<file path="src/hdl/txin_pkg.sv">
`default_nettype none

package txin_pkg;

    localparam int LENGTH_BITS = 16;
    localparam int CONS_W      = 17;
    localparam int VALUE_W     = 64;
    localparam int POS_W       = 16;
    localparam int FIFO_DEPTH  = 8;
    localparam int PTR_W       = $clog2(FIFO_DEPTH);
    localparam int CNT_W       = PTR_W + 1;

    localparam logic [CONS_W-1:0] CONS_MAX = {CONS_W{1'b1}};
    localparam logic [15:0] MAX_SCRIPT_RESET = 16'd10000;

    localparam logic [2:0] PH_HASH       = 3'd0;
    localparam logic [2:0] PH_INDEX      = 3'd1;
    localparam logic [2:0] PH_LEN_PREFIX = 3'd2;
    localparam logic [2:0] PH_LEN_EXT    = 3'd3;
    localparam logic [2:0] PH_SCRIPT     = 3'd4;
    localparam logic [2:0] PH_SEQ        = 3'd5;

    localparam logic [2:0] EV_HASH   = 3'd0;
    localparam logic [2:0] EV_INDEX  = 3'd1;
    localparam logic [2:0] EV_LENGTH = 3'd2;
    localparam logic [2:0] EV_SCRIPT = 3'd3;
    localparam logic [2:0] EV_DONE   = 3'd4;
    localparam logic [2:0] EV_ERROR  = 3'd5;

    localparam logic [1:0] ERR_NONE       = 2'd0;
    localparam logic [1:0] ERR_INCOMPLETE = 2'd1;
    localparam logic [1:0] ERR_OVERSIZE   = 2'd2;

    localparam logic [7:0] CS_PREFIX_2 = 8'hFD;
    localparam logic [7:0] CS_PREFIX_4 = 8'hFE;

    typedef struct packed {
        logic [2:0]         event_kind;
        logic [VALUE_W-1:0] field_value;
        logic [POS_W-1:0]   byte_position;
        logic [1:0]         error_code;
        logic [CONS_W-1:0]  bytes_consumed;
        logic               last_of_run;
    } t_result;

endpackage

`default_nettype wire

</file>
<file path="src/hdl/txin_ifs.sv">
`default_nettype none

interface txin_in_if;
    logic       valid;
    logic       ready;
    logic [7:0] data_byte;
    logic       final_byte;

    modport source (output valid, data_byte, final_byte, input ready);
    modport sink   (input valid, data_byte, final_byte, output ready);
endinterface

interface txin_cfg_if;
    logic        valid;
    logic        ready;
    logic [15:0] max_script_bytes;

    modport source (output valid, max_script_bytes, input ready);
    modport sink   (input valid, max_script_bytes, output ready);
endinterface

interface txin_out_if;
    logic        valid;
    logic        ready;
    logic [2:0]  event_kind;
    logic [63:0] field_value;
    logic [15:0] byte_position;
    logic [1:0]  error_code;
    logic [16:0] bytes_consumed;
    logic        last_of_run;

    modport source (output valid, event_kind, field_value, byte_position, error_code,
                    bytes_consumed, last_of_run, input ready);
    modport sink   (input valid, event_kind, field_value, byte_position, error_code,
                    bytes_consumed, last_of_run, output ready);
endinterface

`default_nettype wire

</file>
<file path="src/hdl/tx_input_record_parser_top.sv">
`default_nettype none

// Channel   Role   Beat carries
// i_in      sink   data_byte, final_byte
// i_cfg     sink   max_script_bytes (always ready)
// o_out     source event_kind, field_value, byte_position, error_code,
//                  bytes_consumed, last_of_run
//
// An accepted byte is registered, parsed in the next cycle and its zero, one or
// two results enter an eight-entry output queue, so a byte can be taken every cycle
// while input ready is high. A byte's results pass the input register and output queue;
// a byte with two results occupies the output for two beats, so the drain sets the rate.
// Input ready drops while three or fewer queue entries are free.
// Reset is synchronous and active low; it restores the limit of 10000 and the hash phase.

module tx_input_record_parser_top import txin_pkg::*; (
    input  wire logic   i_clk,
    input  wire logic   i_rst_n,
    txin_in_if.sink     i_in,
    txin_cfg_if.sink    i_cfg,
    txin_out_if.source  o_out
);

    logic               r_in_valid;
    logic [7:0]         r_in_byte;
    logic               r_in_fin;
    logic [15:0]        r_max_script;

    logic [1:0]         w_res_cnt;
    t_result [1:0]      w_res;
    t_result            w_head;
    logic [CNT_W-1:0]   w_count;

    assign i_in.ready  = (w_count <= CNT_W'(FIFO_DEPTH - 4));
    assign i_cfg.ready = 1'b1;

    always_ff @(posedge i_clk) begin
        if (!i_rst_n) begin
            r_in_valid   <= 1'b0;
            r_max_script <= MAX_SCRIPT_RESET;
        end else begin
            r_in_valid <= i_in.valid && i_in.ready;
            if (i_cfg.valid) begin
                r_max_script <= i_cfg.max_script_bytes;
            end
        end
    end

    always_ff @(posedge i_clk) begin
        if (i_in.valid && i_in.ready) begin
            r_in_byte <= i_in.data_byte;
            r_in_fin  <= i_in.final_byte;
        end
    end

    txin_core u_core (
        .i_clk        (i_clk),
        .i_rst_n      (i_rst_n),
        .i_valid      (r_in_valid),
        .i_byte       (r_in_byte),
        .i_final      (r_in_fin),
        .i_max_script (r_max_script),
        .o_res_cnt    (w_res_cnt),
        .o_res        (w_res)
    );

    txin_fifo u_fifo (
        .i_clk       (i_clk),
        .i_rst_n     (i_rst_n),
        .i_push_cnt  (w_res_cnt),
        .i_push_data (w_res),
        .i_pop       (o_out.ready),
        .o_head      (w_head),
        .o_count     (w_count)
    );

    assign o_out.valid          = (w_count != '0);
    assign o_out.event_kind     = w_head.event_kind;
    assign o_out.field_value    = w_head.field_value;
    assign o_out.byte_position  = w_head.byte_position;
    assign o_out.error_code     = w_head.error_code;
    assign o_out.bytes_consumed = w_head.bytes_consumed;
    assign o_out.last_of_run    = w_head.last_of_run;

`ifndef SYNTHESIS
    a_count_bound: assert property (@(posedge i_clk) disable iff (!i_rst_n)
        w_count <= CNT_W'(FIFO_DEPTH))
        else $error("Output queue overflow.");

    a_error_code: assert property (@(posedge i_clk) disable iff (!i_rst_n)
        o_out.valid && o_out.event_kind == EV_ERROR |-> o_out.error_code != ERR_NONE)
        else $error("Error beat without an error code.");

    a_done_last: assert property (@(posedge i_clk) disable iff (!i_rst_n)
        o_out.valid && o_out.event_kind == EV_DONE |-> o_out.last_of_run)
        else $error("Done beat is not the last of its run.");

    a_accept_parse: assert property (@(posedge i_clk) disable iff (!i_rst_n)
        i_in.valid && i_in.ready |=> r_in_valid)
        else $error("Accepted byte was not parsed.");
`endif

endmodule

`default_nettype wire

</file>
<file path="src/hdl/txin_core.sv">
`default_nettype none

module txin_core import txin_pkg::*; (
    input  wire logic                   i_clk,
    input  wire logic                   i_rst_n,
    input  wire logic                   i_valid,
    input  wire logic [7:0]             i_byte,
    input  wire logic                   i_final,
    input  wire logic [15:0]            i_max_script,
    output logic      [1:0]             o_res_cnt,
    output t_result   [1:0]             o_res
);

    logic [2:0]             r_phase, n_phase;
    logic [15:0]            r_fc, n_fc;
    logic [VALUE_W-1:0]     r_acc, n_acc;
    logic [3:0]             r_vleft, n_vleft;
    logic [LENGTH_BITS-1:0] r_slen, n_slen;
    logic [CONS_W-1:0]      r_cons, n_cons;

    logic [CONS_W-1:0]      w_cons_inc;
    logic [15:0]            w_fc_inc;
    logic [VALUE_W-1:0]     w_acc_or;

    assign w_cons_inc = (r_cons != CONS_MAX) ? r_cons + 1'b1 : r_cons;
    assign w_fc_inc   = r_fc + 16'd1;
    assign w_acc_or   = r_acc | ({56'd0, i_byte} << {r_fc[2:0], 3'b000});

    always_comb begin
        logic               ended;
        logic               do_len;
        logic [VALUE_W-1:0] len_val;
        logic [1:0]         cnt;
        t_result [1:0]      res;

        n_phase = r_phase;
        n_fc    = r_fc;
        n_acc   = r_acc;
        n_vleft = r_vleft;
        n_slen  = r_slen;
        n_cons  = w_cons_inc;
        ended   = 1'b0;
        do_len  = 1'b0;
        len_val = '0;
        cnt     = 2'd0;
        res     = '0;

        case (r_phase)
            PH_HASH: begin
                res[0].event_kind    = EV_HASH;
                res[0].field_value   = {56'd0, i_byte};
                res[0].byte_position = {11'd0, 5'd31 - r_fc[4:0]};
                cnt = 2'd1;
                n_fc = w_fc_inc;
                if (w_fc_inc >= 16'd32) begin
                    n_phase = PH_INDEX;
                    n_fc    = '0;
                    n_acc   = '0;
                end
            end
            PH_INDEX, PH_SEQ: begin
                n_acc = w_acc_or;
                n_fc  = w_fc_inc;
                if (w_fc_inc >= 16'd4) begin
                    res[0].field_value = {32'd0, w_acc_or[31:0]};
                    cnt = 2'd1;
                    n_fc  = '0;
                    n_acc = '0;
                    if (r_phase == PH_INDEX) begin
                        res[0].event_kind = EV_INDEX;
                        n_phase = PH_LEN_PREFIX;
                    end else begin
                        res[0].event_kind     = EV_DONE;
                        res[0].bytes_consumed = w_cons_inc;
                        n_phase = PH_HASH;
                        n_vleft = '0;
                        n_slen  = '0;
                        n_cons  = '0;
                        ended   = 1'b1;
                    end
                end
            end
            PH_LEN_PREFIX: begin
                if (i_byte < CS_PREFIX_2) begin
                    do_len  = 1'b1;
                    len_val = {56'd0, i_byte};
                end else begin
                    if (i_byte == CS_PREFIX_2) begin
                        n_vleft = 4'd2;
                    end else if (i_byte == CS_PREFIX_4) begin
                        n_vleft = 4'd4;
                    end else begin
                        n_vleft = 4'd8;
                    end
                    n_acc   = '0;
                    n_fc    = '0;
                    n_phase = PH_LEN_EXT;
                end
            end
            PH_LEN_EXT: begin
                n_acc = w_acc_or;
                n_fc  = w_fc_inc;
                if (r_vleft <= 4'd1) begin
                    n_vleft = '0;
                    do_len  = 1'b1;
                    len_val = w_acc_or;
                end else begin
                    n_vleft = r_vleft - 4'd1;
                end
            end
            PH_SCRIPT: begin
                res[0].event_kind    = EV_SCRIPT;
                res[0].field_value   = {56'd0, i_byte};
                res[0].byte_position = r_fc;
                cnt = 2'd1;
                n_fc = w_fc_inc;
                if (w_fc_inc >= r_slen) begin
                    n_phase = PH_SEQ;
                    n_fc    = '0;
                    n_acc   = '0;
                end
            end
            default: begin
                n_phase = PH_HASH;
                n_fc    = '0;
                n_acc   = '0;
                n_vleft = '0;
                n_slen  = '0;
                n_cons  = '0;
                ended   = 1'b1;
            end
        endcase

        if (do_len) begin
            cnt = 2'd1;
            res[0].field_value = len_val;
            if (len_val > {48'd0, i_max_script} || (|len_val[VALUE_W-1:LENGTH_BITS])) begin
                res[0].event_kind     = EV_ERROR;
                res[0].error_code     = ERR_OVERSIZE;
                res[0].bytes_consumed = w_cons_inc;
                n_phase = PH_HASH;
                n_fc    = '0;
                n_acc   = '0;
                n_vleft = '0;
                n_slen  = '0;
                n_cons  = '0;
                ended   = 1'b1;
            end else begin
                res[0].event_kind = EV_LENGTH;
                n_slen  = len_val[LENGTH_BITS-1:0];
                n_fc    = '0;
                n_acc   = '0;
                n_phase = (len_val != '0) ? PH_SCRIPT : PH_SEQ;
            end
        end

        if (i_final && !ended) begin
            res[cnt[0]].event_kind     = EV_ERROR;
            res[cnt[0]].field_value    = '0;
            res[cnt[0]].byte_position  = '0;
            res[cnt[0]].error_code     = ERR_INCOMPLETE;
            res[cnt[0]].bytes_consumed = w_cons_inc;
            cnt = cnt + 2'd1;
            n_phase = PH_HASH;
            n_fc    = '0;
            n_acc   = '0;
            n_vleft = '0;
            n_slen  = '0;
            n_cons  = '0;
        end

        if (cnt == 2'd1) begin
            res[0].last_of_run = 1'b1;
        end else if (cnt == 2'd2) begin
            res[1].last_of_run = 1'b1;
        end

        o_res_cnt = i_valid ? cnt : 2'd0;
        o_res     = res;
    end

    always_ff @(posedge i_clk) begin
        if (!i_rst_n) begin
            r_phase <= PH_HASH;
            r_fc    <= '0;
            r_acc   <= '0;
            r_vleft <= '0;
            r_slen  <= '0;
            r_cons  <= '0;
        end else if (i_valid) begin
            r_phase <= n_phase;
            r_fc    <= n_fc;
            r_acc   <= n_acc;
            r_vleft <= n_vleft;
            r_slen  <= n_slen;
            r_cons  <= n_cons;
        end
    end

endmodule

`default_nettype wire

</file>
<file path="src/hdl/txin_fifo.sv">
`default_nettype none

module txin_fifo import txin_pkg::*; (
    input  wire logic                i_clk,
    input  wire logic                i_rst_n,
    input  wire logic    [1:0]       i_push_cnt,
    input  wire t_result [1:0]       i_push_data,
    input  wire logic                i_pop,
    output t_result                  o_head,
    output logic         [CNT_W-1:0] o_count
);

    t_result            r_mem [FIFO_DEPTH];
    logic [PTR_W-1:0]   r_wp, r_rp;
    logic [CNT_W-1:0]   r_count;
    logic [PTR_W-1:0]   w_wp1;
    logic               w_pop;

    assign w_wp1   = r_wp + 1'b1;
    assign w_pop   = i_pop && (r_count != '0);
    assign o_head  = r_mem[r_rp];
    assign o_count = r_count;

    always_ff @(posedge i_clk) begin
        if (i_push_cnt != 2'd0) begin
            r_mem[r_wp] <= i_push_data[0];
        end
        if (i_push_cnt == 2'd2) begin
            r_mem[w_wp1] <= i_push_data[1];
        end
    end

    always_ff @(posedge i_clk) begin
        if (!i_rst_n) begin
            r_wp    <= '0;
            r_rp    <= '0;
            r_count <= '0;
        end else begin
            r_wp    <= r_wp + PTR_W'(i_push_cnt);
            r_rp    <= r_rp + PTR_W'(w_pop);
            r_count <= r_count + CNT_W'(i_push_cnt) - CNT_W'(w_pop);
        end
    end

endmodule

`default_nettype wire

</file>
<file path="src/flat_wrapper.sv">
// flat-port wrapper written by rule: the top's interface ports become plain ports
module tx_input_record_parser_top_flat import txin_pkg::*;
  (i_clk, i_rst_n, i_in_valid, i_in_data_byte, i_in_final_byte, i_in_ready, i_cfg_valid, i_cfg_max_script_bytes, i_cfg_ready, o_out_valid, o_out_event_kind, o_out_field_value, o_out_byte_position, o_out_error_code, o_out_bytes_consumed, o_out_last_of_run, o_out_ready);
  txin_in_if i_in_i ();
  txin_cfg_if i_cfg_i ();
  txin_out_if o_out_i ();
  input  wire logic i_clk;
  input  wire logic i_rst_n;
  input wire logic [$bits(i_in_i.valid)-1:0] i_in_valid;
  input wire logic [$bits(i_in_i.data_byte)-1:0] i_in_data_byte;
  input wire logic [$bits(i_in_i.final_byte)-1:0] i_in_final_byte;
  output wire logic [$bits(i_in_i.ready)-1:0] i_in_ready;
  input wire logic [$bits(i_cfg_i.valid)-1:0] i_cfg_valid;
  input wire logic [$bits(i_cfg_i.max_script_bytes)-1:0] i_cfg_max_script_bytes;
  output wire logic [$bits(i_cfg_i.ready)-1:0] i_cfg_ready;
  output wire logic [$bits(o_out_i.valid)-1:0] o_out_valid;
  output wire logic [$bits(o_out_i.event_kind)-1:0] o_out_event_kind;
  output wire logic [$bits(o_out_i.field_value)-1:0] o_out_field_value;
  output wire logic [$bits(o_out_i.byte_position)-1:0] o_out_byte_position;
  output wire logic [$bits(o_out_i.error_code)-1:0] o_out_error_code;
  output wire logic [$bits(o_out_i.bytes_consumed)-1:0] o_out_bytes_consumed;
  output wire logic [$bits(o_out_i.last_of_run)-1:0] o_out_last_of_run;
  input wire logic [$bits(o_out_i.ready)-1:0] o_out_ready;
  assign i_in_i.valid = i_in_valid;
  assign i_in_i.data_byte = i_in_data_byte;
  assign i_in_i.final_byte = i_in_final_byte;
  assign i_in_ready = i_in_i.ready;
  assign i_cfg_i.valid = i_cfg_valid;
  assign i_cfg_i.max_script_bytes = i_cfg_max_script_bytes;
  assign i_cfg_ready = i_cfg_i.ready;
  assign o_out_valid = o_out_i.valid;
  assign o_out_event_kind = o_out_i.event_kind;
  assign o_out_field_value = o_out_i.field_value;
  assign o_out_byte_position = o_out_i.byte_position;
  assign o_out_error_code = o_out_i.error_code;
  assign o_out_bytes_consumed = o_out_i.bytes_consumed;
  assign o_out_last_of_run = o_out_i.last_of_run;
  assign o_out_i.ready = o_out_ready;
  tx_input_record_parser_top u_core (.i_clk(i_clk), .i_rst_n(i_rst_n), .i_in(i_in_i), .i_cfg(i_cfg_i), .o_out(o_out_i));
endmodule
</file>
<file path="config.mk">
export PLATFORM = sky130hd
export DESIGN_NAME = tx_input_record_parser_top_flat
export DESIGN_NICKNAME = d
export VERILOG_FILES = /design/src/hdl/txin_pkg.sv /design/src/hdl/txin_ifs.sv /design/src/hdl/tx_input_record_parser_top.sv /design/src/hdl/txin_core.sv /design/src/hdl/txin_fifo.sv /design/src/flat_wrapper.sv
export SDC_FILE = /design/constraint.sdc
export NUM_CORES = 1
export LEC_CHECK = 0
export BUFFER_PORTS_ARGS = -buffer_cell sky130_fd_sc_hd__buf_2
export CAP_MARGIN = 30
export CORE_UTILIZATION = 45
export DETAILED_ROUTE_END_ITERATION = 7
export PLACE_DENSITY_LB_ADDON = 0.1
export SLEW_MARGIN = 30
export SYNTH_ARGS = -nofsm -noshare
export SYNTH_HDL_FRONTEND = slang
export SYNTH_HIERARCHICAL = 1
export SYNTH_SLANG_ARGS = --single-unit
</file>
<file path="constraint.sdc">
create_clock -name i_clk -period 14.3 [get_ports i_clk]
set_input_delay 2.145 -clock i_clk [delete_from_list [all_inputs] [get_ports i_clk]]
set_output_delay 2.145 -clock i_clk [all_outputs]
set_load 0.01 [all_outputs]
</file>
==> results of run 1 <==
[synth_stat cells, types with 25 or more instances]
master,instances,area [sq um]
edfxtp_1,833,25000
mux2_2,733,8250
nor2_1,243,912
mux4_2,206,4640
mux2_1,195,2200
dfxtp_1,147,2940
buf_4,117,878
buf_2,114,571
clkbuf_1,82,308
nand2_1,82,308
a31oi_1,63,394
inv_1,61,229
a21oi_1,59,295
ha_1,46,576
and3_1,44,275
mux2i_1,25,250
nor2b_1,25,156
[registers in the layout (all words and copies together) (netlist names)]
| signal | count |
|---|---|
| u_core/r_in_valid | 1 |
| u_core/r_max_script | 16 |
| u_core/u_fifo/r_mem | 824 |
| u_core/u_core/r_slen | 16 |
| u_core/u_core/r_cons | 17 |
| u_core/u_core/r_acc | 64 |
| u_core/u_core/r_vleft | 4 |
| u_core/r_in_byte | 8 |
| u_core/r_in_fin | 1 |
| u_core/u_core/r_fc | 16 |
| u_core/u_core/r_phase | 3 |
| u_core/u_fifo/r_rp | 3 |
| u_core/u_fifo/r_wp | 3 |
| u_core/u_fifo/o_count | 4 |
[through the flow]
| stage | hold WS (ns) | cell area (sq um) | setup slack, ns | power [mW] | std cells |
|---|---|---|---|---|---|
| 2_1_floorplan | 0.432 | 51800 | 1.38 | 4.24 | 3577 |
| 3_3_place_gp | 0.449 | 53200 | 4.99 | 4.67 | 4945 |
| 3_5_place_dp | 0.447 | 53300 | 4.65 | 4.69 | 4948 |
| 4_1_cts | 0.465 | 57000 | 4.62 | 7.57 | 5156 |
| 5_1_grt | 0.476 | 57100 | 4.56 | 7.78 | 5162 |
| 6_report | 0.468 | 57100 | 5.02 | 7.51 | 5162 |
[cell families after synthesis]
group           Yosys count  synth area share (%)
flops                   980                  54.3
simple gates            572                  5.68
fa+ha+maj                48                  1.20
buf+inv                 397                  4.15
mux                    1159                  29.8
compound gates          299                  4.13
xor+xnor                 39                 0.707
other cells               2                0.0146
[area by class of cell]
| class | count | area share (%) |
|---|---|---|
| Timing Repair Buffer | 209 | 2.56 |
| Clock buffer | 154 | 5.49 |
| Sequential cell | 980 | 48.9 |
| Tap cell | 1500 | 3.28 |
| Multi-Input combinational cell | 2200 | 38.4 |
| Inverter | 65 | 0.427 |
| Clock inverter | 54 | 0.948 |
[per-layer routing]
layer / part of all wire (%) / vias up
li1: - / 13700
met1: 45 / 16500
met2: 48 / 961
met3: 5.1 / 167
met4: 1.6 / 0
met5: 0 / -
[final timing paths]
kind                                          startpoint                          to  slack [ns]  depth (start not counted)
worst min register to register  u_core/u_core/r_slen[11]    u_core/u_core/r_slen[11]        0.47                          1
worst min-delay path            u_core/u_core/r_slen[11]    u_core/u_core/r_slen[11]        0.47                          1
worst max-delay path            u_core/u_core/r_phase[1]  u_core/u_fifo/r_mem[5][74]        5.02                         20
worst max register to register  u_core/u_core/r_phase[1]  u_core/u_fifo/r_mem[5][74]        5.02                         20
[power by group through the flow]
stage               clock network [mW]  logic, mW  registers, mW
floorplan                            0      0.893           3.35
global placement                     0       1.29           3.38
detailed placement                   0       1.31           3.38
CTS                               2.93       1.32           3.33
global route                      3.04       1.41           3.32
finish                            2.88       1.32           3.31
==> results by group, run 1 <==
CTS
  – Max H-tree Level: 3
  – Clk slew on worst S/H paths: approximately 0.06 ns
  – CTS Sinks: between 900 and 1k
  – Post-cts repair resize count: 0
  – Setup bufs post-CTS: 0
  – CTS buffer count: 110
  – CTS tree: yes
  – Clk Latency, worst-skew pair: approximately 0.7 ns
  – Root buffer cell: clkbuf_16
  – Hold_buf cts: 0
  – Clock buffer depth: 3

Global routing
  – GRT Residual Overflow: 0
  – Initial antenna violation count: 2
  – First-pass GRT wire length: about 220,000 um
  – GR peak layer: met2
  – Tot GR Track Use: approximately a quarter
  – Grt met3 use: around 2.7%
  – Vias in the first global route: ~32k
  – Met1 usage in global routing: a little over a third
  – Largest net degree at the start of global routing: 90
  – GR Util met2: between 40 and 50%

Routing
  – WL final: 146,000 um
  – Antenna viol nets, final: 0
  – Via density: 6.06
  – Routed via count: about 31k
  – DRC Markers: 0
  – Drt initial violations: between 2k and 3k
  – Average wire per standard cell: 28.2 um
  – Drt pass-1 iters: 6

STA
  – Tmin final: between 9 and 10 ns
  – Setup Viol. Count Final: 0
  – RSZ-0062 raised after global routing: no
  – Peak Freq: between 0.1 and 0.15 GHz
  – Skew final: 0.0350 ns
  – Setup TNS: 0 ns
  – Worst slew pin tran: 1.04 ns
  – Hold Violations, Final: 0
  – Period utilization: between 60 and 70%
  – Final Max Slew Viols: 0
  – Slew Limit Headroom: 30.5%

Synthesis
  – Syn Area/Cell: about 15 sq um
  – #FFs+latches synth: 980
  – Number of synthesized flops with an enable pin: between 800 and 900
  – Part of the Yosys area used for sequential elements: between 50 and 60%
  – Distinct cells, synth: between 90 and 100
  – Synthesized area: 51,500 sq um
  – Synth warnings: 6
  – Top FF cell, synth: edfxtp_1
  – Asr flop ratio synth: 0%
  – Cells after Synth: approximately 3.5k

Floorplan
  – Starting Density: 45.6%
  – Core area: ~110,000 sq um
  – Row count: 123
  – IO Pins: around 140
  – Die area: 116,000 sq um
  – Die Wd: 340 um
  – Chip height: 340 um

Pwr
  – P_sw: approximately 2.0 mW
  – Int Pwr: about 5.5 mW
  – Seq pwr share: 44.1%
  – VDD IR-drop max: around 0.1 mV
  – Leakage power: just over 20 nW
  – Switch share: 26.7%
  – Clock power share: about two fifths
  – PwrDens: between 100 and 150 nW/um^2
  – Combinational power share: between 10% and 20%

Setup path
  – Crit. End Element: register
  – Slowest CP cell: buf_4
  – Cell mode on critical path: buf_4
  – CP startpoint kind: register
  – Critical Path RT: between 10 and 15 ns
  – CP Cell Sequence: nand3b_1 -> nor4_4 -> buf_4 -> a22o_1 -> a22o_1 -> ha_1 -> nor2b_1 -> or3_1 -> a311o_1 -> a221oi_1 -> nor3_1 -> or2_2 -> nor2_1 -> ha_2 -> and2_1 -> nor4b_2 -> nand2_4 -> o21ai_4 -> buf_4 -> buf_4
  – CP bufs+invs: 3
  – Crit path max-delay family: simple AND/OR/NAND/NOR gates
  – Max Fanout on Critical Path: 47
  – Crit path DAT: ~9.6 ns
  – Crit Path Class: register to register
  – Crit path largest cell delay: 0.86 ns

Finish
  – Diode count: 0
  – Most common cell after layout, fill and taps aside: edfxtp_1
  – Final core utilization: around 50%
  – Multi-input logic area: 21,900 sq um
  – Register area: about 28,000 sq um
  – # fillers: ~9.6k
  – # nets final: about 3.6k
  – Commonest cells after routing, fill and taps aside: edfxtp_1, mux2_2, nor2_1
  – Share of layout cells above drive strength 1: between 30% and 40%
  – Synth-to-Final Area Change: 11.0%

Placed design
  – Port Buf Inserts: around 130
  – DP HPWL: about 85,000 um
  – RD Place Congestion: between 0.9 and 1

Outcome
  – Status: finished, final reports clean

Min path
  – Hold crit path type: register to register

Job
  – Max_cap viols: 0
(Power assumes the default switching activity.)
==> run 2, diff against run 1 <==
clock period = 8.8 ns   (was 14.3 ns; I/O delays follow)
==> run 2 against run 1 <==
Effect of this change: highest routed layer unchanged; power is 60% higher; via count is 0.31% lower; setup slack worse by 3.7 ns; sequential share of layout area hardly changed; sequential power is 62% higher; routed wire length is 2.4% lower; combinational power is 61% higher; die area stayed put; count of clock-buffer cells in the layout is 3 lower; fmax is 24% higher; first-iteration DRC count is 6.8% higher.
==> results by group, run 2 (same netlist as run 1, synthesis figures left out) <==
Outcome
  – Status: finished, final reports clean

STA
  – Tmin final: 7.47 ns
  – Hold_ws: ~0.47 ns
  – Setup ws final: 1.33 ns
  – Final Max Slew Viols: 0
  – Peak Freq: roughly 0.13 GHz
  – Slew Limit Headroom: approximately 33%
  – RSZ-0062 raised after global routing: no
  – Skew final: 0.0418 ns
  – Period utilization: between 80 and 90%
  – Worst slew pin tran: between 1 and 1.5 ns
  – Hold Violations, Final: 0
  – Setup Viol. Count Final: 0

Pwr
  – Leakage power: 20.6 nW
  – Pwr Total: 12.0 mW
  – PwrDens: 210 nW/um^2
  – VDD IR-drop max: 0.179 mV

Global routing
  – Largest net degree at the start of global routing: between 70 and 80
  – Vias in the first global route: between 30k and 40k
  – Met1 usage in global routing: 34.0%
  – First-pass GRT wire length: 210,000 um
  – Tot GR Track Use: around 24%
  – GRT Residual Overflow: 0
  – GR peak layer: met2
  – Grt met3 use: under 10%
  – Initial antenna violation count: 3
  – GR Util met2: between 30% and 40%

Setup path
  – Crit path DAT: about 7.9 ns
  – Crit. End Element: register
  – Crit Path Class: register to register
  – Crit path largest cell delay: 0.79 ns
  – Cell mode on critical path: buf_4
  – CP startpoint kind: register
  – Critical Path RT: about 9 ns
  – Slowest CP cell: dfxtp_1
  – CP Cell Sequence: nand3b_1 -> nor4_4 -> buf_4 -> a22o_1 -> a22o_1 -> ha_1 -> nor2b_1 -> or3_1 -> a311o_1 -> a221oi_1 -> nor3_1 -> or2_1 -> buf_4 -> nor2_1 -> ha_1 -> nor2_1 -> and4bb_2 -> nand2_4 -> buf_4 -> mux2_2
  – Max Fanout on Critical Path: 30

CTS
  – Clk Latency, worst-skew pair: 0.72 ns
  – Setup bufs post-CTS: 0
  – Root buffer cell: clkbuf_16
  – Clk slew on worst S/H paths: roughly 0.060 ns
  – CTS tree: yes
  – Max H-tree Level: 3
  – Clock buffer depth: 3
  – CTS buffer count: approximately 110
  – Post-cts repair resize count: 0
  – CTS Sinks: between 900 and 1k
  – Hold_buf cts: 0

Floorplan
  – Core area: 113,000 sq um
  – Die area: about 120,000 sq um
  – Die Wd: approximately 340 um
  – Chip height: between 300 and 400 um
  – Row count: between 100 and 150
  – IO Pins: roughly 140
  – Starting Density: 45.6%

Placed design
  – Port Buf Inserts: between 100 and 150
  – RD Place Congestion: slightly below 0.9
  – DP Worst Slack: about 1.5 ns
  – DP HPWL: between 80,000 and 90,000 um

Finish
  – # nets final: around 3.6k
  – Max FFs per register: between 800 and 900
  – Most common cell after layout, fill and taps aside: edfxtp_1
  – Commonest cells after routing, fill and taps aside: edfxtp_1, mux2_2, nor2_1
  – Share of layout cells above drive strength 1: between 30% and 40%
  – Biggest register: u_core/u_fifo/r_mem
  – Top flop regs: u_core/u_fifo/r_mem: 824 flops, u_core/u_core/r_acc: 64 flops, u_core/u_core/r_cons: 17 flops
  – Synth-to-Final Area Change: 11.0%
  – Diode count: 0

Routing
  – Drt initial violations: roughly 3k
  – DRC Markers: 0
  – Routed via count: about 31k
  – Average wire per standard cell: approximately 28 um
  – Via density: a little over 6
  – WL final: roughly 140,000 um
  – Antenna viol nets, final: 0
  – Drt pass-1 iters: 6

Job
  – Max_cap viols: 0

Min path
  – Hold crit path type: register to register
run 2: changes by cell type in the layout (fill, tap and decap cells not counted), sizes merged:
| cell | delta |
|---|---|
| clkinv | +3 |
| clkbuf | -3 |
| bufinv | -4 |
| clkinvlp | -4 |
| inv | +5 |
| buf | +1 |
run 2: per-stage QoR:
stage | instance area, sq um | utilization [%] | TNS, ns | cells
CTS | 57100 | 50.5 | 0 | 5158
finish | 57100 | 50.6 | 0 | 5160
floorplan | 51800 | - | -491.92 | 3577
global route | 57100 | 50.6 | 0 | 5160
global placement | 53500 | 47.4 | 0 | 4952
detailed placement | 53600 | 47.4 | 0 | 4953
run 2: area by class of cell:
| type | count | area [sq um] |
|---|---|---|
| flip-flops and latches | 980 | 28000 |
| clock inverters | 54 | 452 |
| inverters | 65 | 244 |
| fillers | 9507 | 55800 |
| well taps | 1500 | 1880 |
| multi-input cells | 2200 | 21900 |
| clock buffers | 151 | 3030 |
| repair buffers | 210 | 1620 |
run 2: report_power, final:
part	internal [mW]	total [mW]	switching, mW
registers	5.25	5.37	0.125
clock network	2.58	4.49	1.91
logic	0.936	2.13	1.20
total	8.76	12.0	3.23
run 2: path summary, 6_finish.rpt:
kind                                to  depth (start not counted)  slack [ns]                     start
max          u_core/u_fifo/r_mem[4][4]                         20        1.33  u_core/u_core/r_phase[1]
max reg2reg  u_core/u_fifo/r_mem[4][4]                         20        1.33  u_core/u_core/r_phase[1]
min            u_core/u_core/r_slen[8]                          1        0.47   u_core/u_core/r_slen[8]
min reg2reg    u_core/u_core/r_slen[8]                          1        0.47   u_core/u_core/r_slen[8]
run 2: metal layers:
metal / vias up / part of all wire [%]
li1: 13700 / -
met1: 16300 / 44
met2: 1018 / 48
met3: 207 / 6.0
met4: 0 / 2.3
met5: - / 0
run 2: critical path: cells and delay by family, from the launching register on:
kind                     cells  cell delay [ns]
AO/OA/AOI/OAI                4             1.30
adder cells (fa/ha/maj)      2             0.54
buffers and inverters        3             0.92
flip-flops                   1             0.79
multiplexers                 1             0.36
AND/OR/NAND/NOR             10             3.24
==> run 3, diff against run 2 <==
clock period = 6.4 ns   (was 8.8 ns; I/O delays follow)
==> run 3 against run 2 <==
Effect of this change: cell count up 0.47%; count of clock-buffer cells in the layout decreased by 3; register-to-register slack lost 0.88 ns; sequential cell count is the same; cell area is 0.34% higher; combinational power is 40% higher; power grew 38%; sequential share of layout area decreased by 0.17 points; critical endpoint is now u_core/u_fifo/r_mem[3][89]; largest cell class unchanged.
==> results by group, run 3 (same netlist as run 1, synthesis figures left out) <==
Floorplan
  – Die area: roughly 120,000 sq um
  – Die Wd: around 340 um
  – IO Pins: 136
  – Row count: ~120
  – Core area: about 110,000 sq um
  – Starting Density: between 40% and 50%
  – Chip height: 340 um

STA
  – Period utilization: roughly 93%
  – Worst slew pin tran: 1.03 ns
  – Skew final: roughly 0.03 ns
  – Hold Violations, Final: 0
  – Hold_ws: between 0.4 and 0.5 ns
  – Final Max Slew Viols: 0
  – Peak Freq: approximately 0.17 GHz
  – RSZ-0062 raised after global routing: no
  – Setup TNS: 0 ns
  – Slew Limit Headroom: a little under a third
  – Setup Viol. Count Final: 0
  – Tmin final: a little under 6 ns

Setup path
  – Max Fanout on Critical Path: 41
  – R2r startpoint: u_core/u_core/r_phase[0]
  – Worst setup path startpoint: u_core/u_core/r_phase[0]
  – Crit path largest cell delay: 0.70 ns
  – CP Cell Sequence: nand3b_1 -> nor4_4 -> a22o_1 -> a22o_1 -> ha_1 -> nor2b_1 -> or3_1 -> a311o_1 -> a221oi_2 -> nor3_1 -> or2_1 -> nor2_4 -> ha_4 -> nor2_4 -> and4bb_2 -> nand2_4 -> buf_4 -> mux2_2
  – Crit Path Class: register to register
  – Slowest CP cell: buf_4
  – Crit path max-delay family: simple AND/OR/NAND/NOR gates
  – Crit path DAT: roughly 6.5 ns
  – CP bufs+invs: 1
  – Crit. End Element: register
  – CP startpoint kind: register
  – Critical Path RT: between 6 and 7 ns

Placed design
  – DP HPWL: about 83,000 um
  – Port Buf Inserts: ~130
  – Dpl cell area: 53,800 sq um
  – RD Place Congestion: about 0.92

Routing
  – Routed via count: roughly 31k
  – WL final: about 140,000 um
  – Via density: approximately 6
  – Drt pass-1 iters: 5
  – Antenna viol nets, final: 0
  – Average wire per standard cell: 27.5 um
  – DRC Markers: 0
  – Drt initial violations: between 2k and 2.5k

Min path
  – HP Start: u_core/u_core/r_acc[30]
  – Hold crit path type: register to register

Global routing
  – Largest net degree at the start of global routing: 97
  – GRT Residual Overflow: 0
  – First-pass GRT wire length: roughly 210,000 um
  – GR peak layer: met2
  – Tot GR Track Use: around 25%
  – Met1 usage in global routing: 33.6%
  – GR Util met2: about two fifths
  – Vias in the first global route: between 30k and 40k
  – Grt met3 use: 3.11%
  – Initial antenna violation count: 3

Finish
  – Multi-input logic area: ~22,000 sq um
  – Top flop regs: u_core/u_fifo/r_mem: 824 flops, u_core/u_core/r_acc: 64 flops, u_core/u_core/r_cons: 17 flops
  – # nets final: 3,664
  – Final core utilization: between 50% and 60%
  – Register area: 28,000 sq um
  – Synth-to-Final Area Change: 11.4%
  – Commonest cells after routing, fill and taps aside: edfxtp_1, mux2_2, nor2_1
  – # fillers: between 9k and 10k
  – Finished Cell Area: about 57,000 sq um
  – Biggest register: u_core/u_fifo/r_mem
  – Max FFs per register: 824
  – Most common cell after layout, fill and taps aside: edfxtp_1
  – Share of layout cells above drive strength 1: a little under two fifths

Pwr
  – PwrDens: roughly 290 nW/um^2
  – VDD IR-drop max: 0.208 mV
  – Leakage power: about 21 nW
  – Pwr Total: approximately 17 mW

CTS
  – Clk Latency, worst-skew pair: around 0.71 ns
  – Hold_buf cts: 0
  – Post-cts repair resize count: 0
  – Clock buffer depth: 3
  – Root buffer cell: clkbuf_16
  – Clk slew on worst S/H paths: about 0.060 ns
  – Setup bufs post-CTS: 0
  – CTS buffer count: about 110
  – CTS tree: yes
  – CTS Sinks: 980
  – Max H-tree Level: 3

Job
  – Max_cap viols: 0

Outcome
  – Status: finished, final reports clean
-- run 3: changes by cell type in the layout (fill, tap and decap cells not counted), moves of 3 or more --
cell      previous run  this run
ha_1                46        43
clkinv_1            28        22
clkinv_2            12        26
buf_4               46        67
clkbuf_1            32        28
-- run 3: layer usage --
| layer | wire [um] | share of wire [%] |
|---|---|---|
| met3 | 7440 | 5.2 |
| met4 | 2430 | 1.7 |
| met2 | 70500 | 49 |
| met1 | 62300 | 44 |
| met5 | 8 | 0.0056 |
-- run 3: worst paths after layout --
path | slack, ns | to | cells after the start
max reg2reg | 0.45 | u_core/u_fifo/r_mem[3][89] | 18
max | 0.45 | u_core/u_fifo/r_mem[3][89] | 18
min reg2reg | 0.47 | u_core/u_core/r_acc[30] | 2
min | 0.47 | u_core/u_core/r_acc[30] | 2
-- run 3: where the power goes --
part	internal, mW	switching (mW)
Clock	3.57	2.58
Sequential	7.21	0.150
Combinational	1.32	1.67
Total	12.1	4.40
-- run 3: tightest hold or removal path, delay by kind of cell (launching register included) --
kind            cells  cell delay, ns
flops               1            0.32
simple gates        1            0.07
compound gates      1            0.05
-- run 3: area by class of cell --
| cell class | instances | share of cell area, % |
|---|---|---|
| Sequential cell | 980 | 48.8 |
| Multi-Input combinational cell | 2200 | 38.3 |
| Clock buffer | 148 | 5.27 |
| Tap cell | 1500 | 3.27 |
| Timing Repair Buffer | 230 | 3.05 |
| Clock inverter | 60 | 0.838 |
| Inverter | 65 | 0.426 |
| Antenna cell | 1 | 0.00437 |
-- run 3: through the flow --
stage,cells,worst slack [ns]
final,5184,0.451
after global routing,5183,0.256
after CTS,5183,0.534
after detailed placement,4975,0.578
after global placement,4974,0.670
after floorplan,3577,-0.799
